## config.mk

```make
export PLATFORM = sky130hd
export DESIGN_NAME = tri2d_div_cell
export DESIGN_NICKNAME = d
export VERILOG_FILES = /design/src/rtl/tri2d_pkg.sv /design/src/rtl/tri2d_div_cell.sv
export SDC_FILE = /design/constraint.sdc
export NUM_CORES = 1
export LEC_CHECK = 0
export ABC_AREA = 0
export BUFFER_PORTS_ARGS = -buffer_cell sky130_fd_sc_hd__buf_2
export CORE_MARGIN = 8
export CORE_UTILIZATION = 25
export CTS_CLUSTER_DIAMETER = 120
export DETAILED_ROUTE_END_ITERATION = 6
export GPL_TIMING_DRIVEN = 1
export PLACE_DENSITY = 0.52
export SYNTH_ARGS = -nofsm -noshare
export SYNTH_HDL_FRONTEND = slang
export SYNTH_SLANG_ARGS = --single-unit
```

## constraint.sdc

```tcl
create_clock -name aclk -period 10.4 [get_ports aclk]
set_clock_uncertainty 0.2 [all_clocks]
set_input_delay 2.08 -clock aclk [delete_from_list [all_inputs] [get_ports aclk]]
set_output_delay 2.08 -clock aclk [all_outputs]
set_load 0.02 [all_outputs]
```

## src/rtl/tri2d_pkg.sv

```systemverilog
// Shared types and constants for the two-anchor-pair trilateration block.
// No dependencies.
`timescale 1ns / 1ps
package tri2d_pkg;

    localparam int ANCHOR_COUNT = 3;
    localparam int CFG_IDX_W    = 3;
    localparam int COORD_W      = 16;
    localparam int A_W          = 18;   // 2*(difference of two Q8.8 values)
    localparam int SQ_W         = 33;   // square of a 16-bit value, signed
    localparam int B_W          = 36;   // signed sum of six squares
    localparam int DET_W        = 37;   // two 18x18 products, differenced
    localparam int NUM_W        = 56;   // two 18x36 products, differenced
    localparam int QUO_W        = 56;   // quotient bits
    localparam int DIV_STAGES   = 28;   // bits resolved per cell: 2

    typedef enum logic [CFG_IDX_W-1:0] {
        REG_A0X = 3'd0,
        REG_A0Y = 3'd1,
        REG_A1X = 3'd2,
        REG_A1Y = 3'd3,
        REG_A2X = 3'd4,
        REG_A2Y = 3'd5
    } cfg_idx_t;

    localparam logic [1:0] ST_OK       = 2'd0;
    localparam logic [1:0] ST_SINGULAR = 2'd1;
    localparam logic [1:0] ST_SAT      = 2'd2;

    localparam logic signed [COORD_W-1:0] RST_A0X = 16'sd1682;
    localparam logic signed [COORD_W-1:0] RST_A0Y = 16'sd0;
    localparam logic signed [COORD_W-1:0] RST_A1X = 16'sd914;
    localparam logic signed [COORD_W-1:0] RST_A1Y = 16'sd0;
    localparam logic signed [COORD_W-1:0] RST_A2X = 16'sd1682;
    localparam logic signed [COORD_W-1:0] RST_A2Y = 16'sd1992;

    typedef struct packed {
        logic [15:0] dist_0;
        logic [15:0] dist_1;
        logic [15:0] dist_2;
    } in_word_t;

    typedef struct packed {
        logic signed [15:0] pos_x;
        logic signed [15:0] pos_y;
        logic [1:0]         status;
    } out_word_t;

    // one word in flight through the divider chain
    typedef struct packed {
        logic               vld;
        logic               sing;
        logic               neg_x;
        logic               neg_y;
        logic [NUM_W-1:0]   rem_x;
        logic [NUM_W-1:0]   rem_y;
        logic [QUO_W-1:0]   num_x;   // numerator bits still to shift in, MSB first
        logic [QUO_W-1:0]   num_y;
        logic [QUO_W-1:0]   quo_x;
        logic [QUO_W-1:0]   quo_y;
        logic [DET_W-1:0]   den;
    } div_word_t;

endpackage

```

## src/rtl/tri2d_div_cell.sv

```systemverilog
// One cell of the restoring divider chain: resolves two quotient bits of
// both coordinates. Depends on tri2d_pkg.
`timescale 1ns / 1ps
module tri2d_div_cell (
    input  logic                  aclk,
    input  logic                  aresetn,
    input  logic                  en,
    input  tri2d_pkg::div_word_t  d_in,
    output tri2d_pkg::div_word_t  d_out
);
    tri2d_pkg::div_word_t word_reg, word_next;

    function automatic logic [tri2d_pkg::NUM_W:0] step(
        input logic [tri2d_pkg::NUM_W-1:0] rem,
        input logic                        nbit,
        input logic [tri2d_pkg::DET_W-1:0] den
    );
        logic [tri2d_pkg::NUM_W:0] sh;
        logic [tri2d_pkg::NUM_W:0] df;
        begin
            sh = {rem, nbit};
            df = sh - {{(tri2d_pkg::NUM_W+1-tri2d_pkg::DET_W){1'b0}}, den};
            if (!df[tri2d_pkg::NUM_W]) begin
                step = {1'b1, df[tri2d_pkg::NUM_W-1:0]};
            end else begin
                step = {1'b0, sh[tri2d_pkg::NUM_W-1:0]};
            end
        end
    endfunction

    always_comb begin
        logic [tri2d_pkg::NUM_W:0] r;
        word_next = d_in;
        for (int k = 0; k < 2; k++) begin
            r = step(word_next.rem_x, word_next.num_x[tri2d_pkg::QUO_W-1], word_next.den);
            word_next.rem_x = r[tri2d_pkg::NUM_W-1:0];
            word_next.quo_x = {word_next.quo_x[tri2d_pkg::QUO_W-2:0], r[tri2d_pkg::NUM_W]};
            word_next.num_x = {word_next.num_x[tri2d_pkg::QUO_W-2:0], 1'b0};
            r = step(word_next.rem_y, word_next.num_y[tri2d_pkg::QUO_W-1], word_next.den);
            word_next.rem_y = r[tri2d_pkg::NUM_W-1:0];
            word_next.quo_y = {word_next.quo_y[tri2d_pkg::QUO_W-2:0], r[tri2d_pkg::NUM_W]};
            word_next.num_y = {word_next.num_y[tri2d_pkg::QUO_W-2:0], 1'b0};
        end
    end

    always_ff @(posedge aclk) begin
        if (!aresetn) begin
            word_reg.vld <= 1'b0;
        end else if (en) begin
            word_reg.vld <= word_next.vld;
        end
        if (en) begin
            word_reg.sing  <= word_next.sing;
            word_reg.neg_x <= word_next.neg_x;
            word_reg.neg_y <= word_next.neg_y;
            word_reg.rem_x <= word_next.rem_x;
            word_reg.rem_y <= word_next.rem_y;
            word_reg.num_x <= word_next.num_x;
            word_reg.num_y <= word_next.num_y;
            word_reg.quo_x <= word_next.quo_x;
            word_reg.quo_y <= word_next.quo_y;
            word_reg.den   <= word_next.den;
        end
    end

    assign d_out = word_reg;
endmodule

```

==> results.toml <==
[job]
max-cap-violations = 0

[power_and_ir_drop]
ir_drop_uv = 109.2
power_leakage_nw = 13.00
p_per_area_mw_per_mm2 = 165.9

[timing]
finalCritPeriodShare = 0.8923
slew_headroom = 0.2653
setup_violations = 0
slew_viol_final = 0
rsz0062_at_grt = "false"
setup-tns-final_ns = 0
tightest_slew_ns = 1.095
min_period_ns = 9.280
fmax_mhz = 107.8
hold_viol_final = 0

[global_route]
grt_overflow = 0
grt_usage = 0.1959
antenna_found_initial = 53
grt_pass1_vias = 21070
grt_max_degree = 130
grt_pass1_wl_mm = 149.6

[floorplan]
initial_core_util = 0.2525
die_h_um = 323.0
die_w_um = 323.0
die-area_sq_mm = 0.1043
io_pins = 757
core_sq_mm = 0.09333
row_count = 112

[synth]
synth.avg_cell_area_sq_um = 10.07
seq_area_frac_synth = 0.4749
synthCells = 2340
netlist_top_cells_area = "edfxtp_1 (47%), ha_1 (7.9%), xnor2_1 (4.8%)"
yosysMostFrequentCell = "edfxtp_1"
synth_edf_count = 372
yosysTopAreaCell = "edfxtp_1"
syn-cell-area_sq_mm = 0.02356
ys_seq_elements = 373
synth_cell_type_count = 89
synthFlopType = "edfxtp_1"
yosys-top-cells-count = "edfxtp_1 (372), nand2_1 (277), a21oi_1 (211), o21ai_0 (173), nor2_1 (160)"
synth_warnings = 0
synth_top_area_share = 0.4741
synthArstFlopShare = 0

[critical_path]
crit_path_end_kind = "flop"
slowest_stage = "o41ai_1"
cp_top_family = "compound AO/OA/AOI/OAI gates"
worstReg2RegStart = "d_out[376]$_SDFFE_PN0P_"
worst-path-max-fanout = 12
crit_start = "d_in[9]"
arrival_ns = 9.44
startpoint_type = "input port"
slowest_delay_ns = 0.82
regToRegSetupSlack_ns = 9.59
crit_type = "in -> reg"
required_ns = 10.56
cp_num_buf_inv = 4

[finish]
largest_reg_flops = 373
nets = 3695
syn_to_final_growth_pct = 31.66
final_layout_size_suffix_gt1_frac = 0.3052
final_util = 0.3324
final_area_sq_mm = 0.03102
fillerInstances = 9849

[clocking]
ctsHoldBuffers = 0
cts_resized = 0
ctsRootBufferMaster = "clkbuf_16"
cts_tree = "done"
clockBufferDepth = 3
cts_buffers = 48
postCtsSetupBuffers = 0
clock_latency_ns = 0.61
path_clk_slew_ns = 0.06
cts_num_sinks = 373
ctsHtreeMaxLevel = 2

[routing]
drc = 0
drtIter0Drc = 1595
avgViaCountPerCell = 4.818
routedWlPerCell_um = 24.22
drt_wl_total_mm = 108.2
first_pass_iters = 5
vias = 21520
drtAntennaViolNets = 0

[placed_design]
port_buffers = 748
hpwl_mm = 91.67
dpl_cell_area_sq_mm = 0.02942
gp_congestion = 0.9044

[worst_hold_path]
hp-class = "reg -> reg"
min_from = "d_out[376]$_SDFFE_PN0P_"

[outcome]
outcome = "completed"
## kinds of logic after synthesis
logic type / after synthesis / synth area share
DFF: 373 / 0.4749
AOI/OAI and AO/OA: 650 / 0.1708
muxes: 11 / 0.004938
adders and majority gates: 152 / 0.08198
and+or+nand+nor: 781 / 0.1613
xor gates and xnor gates: 202 / 0.07620
other: 1 / 0.0001591
buffers and inverters: 170 / 0.02968
## report_power, final
| part | total, W | switching (W) | internal [W] | leakage [nW] |
|---|---|---|---|---|
| combinational | 0.00156 | 0.000990 | 0.000573 | 8.59 |
| clock | 0.00170 | 0.000706 | 0.000990 | 0.763 |
| sequential | 0.00189 | 0.0000464 | 0.00184 | 3.65 |
| total | 0.00515 | 0.00174 | 0.00340 | 13.0 |
## final cells by class
class,count,area [sq um],area share
Clock inverter,30,321.6,0.01036
Inverter,80,300.3,0.009679
Multi-Input combinational cell,1800,11700,0.3771
Timing Repair Buffer,860,4657,0.1501
Tap cell,1254,1569,0.05057
Antenna cell,15,37.54,0.001210
Sequential cell,373,11190,0.3607
Clock buffer,55,1249,0.04025
## layer usage
metal	track usage	up-vias	share of wire
met3	0.05779	184	0.080
met4	0.06209	38	0.036
met1	0.2108	10150	0.37
met5	0	-	0.0022
li1	-	10410	-
met2	0.3659	734	0.52
## through the flow
| step | instances | hold WS, ns | setup slack [ns] | total power (W) |
|---|---|---|---|---|
| final | 4467 | 0.3372 | 1.120 | 0.005146 |
| after floorplan | 2343 | 0.3893 | 1.302 | 0.002859 |
| after global placement | 4367 | 0.3172 | 0.5040 | 0.003494 |
| after detailed placement | 4367 | 0.3254 | 0.5644 | 0.003490 |
| after global routing | 4457 | 0.3827 | 0.7989 | 0.005407 |
| after CTS | 4452 | 0.3419 | 1.221 | 0.005230 |
## path summary, 6_finish.rpt
kind                                                end  cells after the start
worst max register to register  d_out[376]$_SDFFE_PN0P_                      2
worst min register to register  d_out[376]$_SDFFE_PN0P_                      2
worst min-delay path            d_out[376]$_SDFFE_PN0P_                      2
worst max-delay path               d_out[311]$_DFFE_PP_                     27
## worst min-delay path: stages (launching register included)
cell and delay [ns]:
dfxtp_1 0.31, mux2i_1 0.12, nor2b_1 0.06
## layout by cell type (no fill, tap or decap), types with 27 or more instances in the layout
cell type,n
nor2_1,160
a21o_1,62
a21oi_1,211
nor2b_1,32
nand4_1,46
nand3_1,50
ha_1,148
edfxtp_1,372
nor3_1,51
o21ai_0,173
buf_4,107
nand2_1,277
buf_2,747
xor2_1,72
xnor2_1,126
inv_1,76
clkbuf_16,49
nand2b_1,27
(Power assumes the default switching activity.)
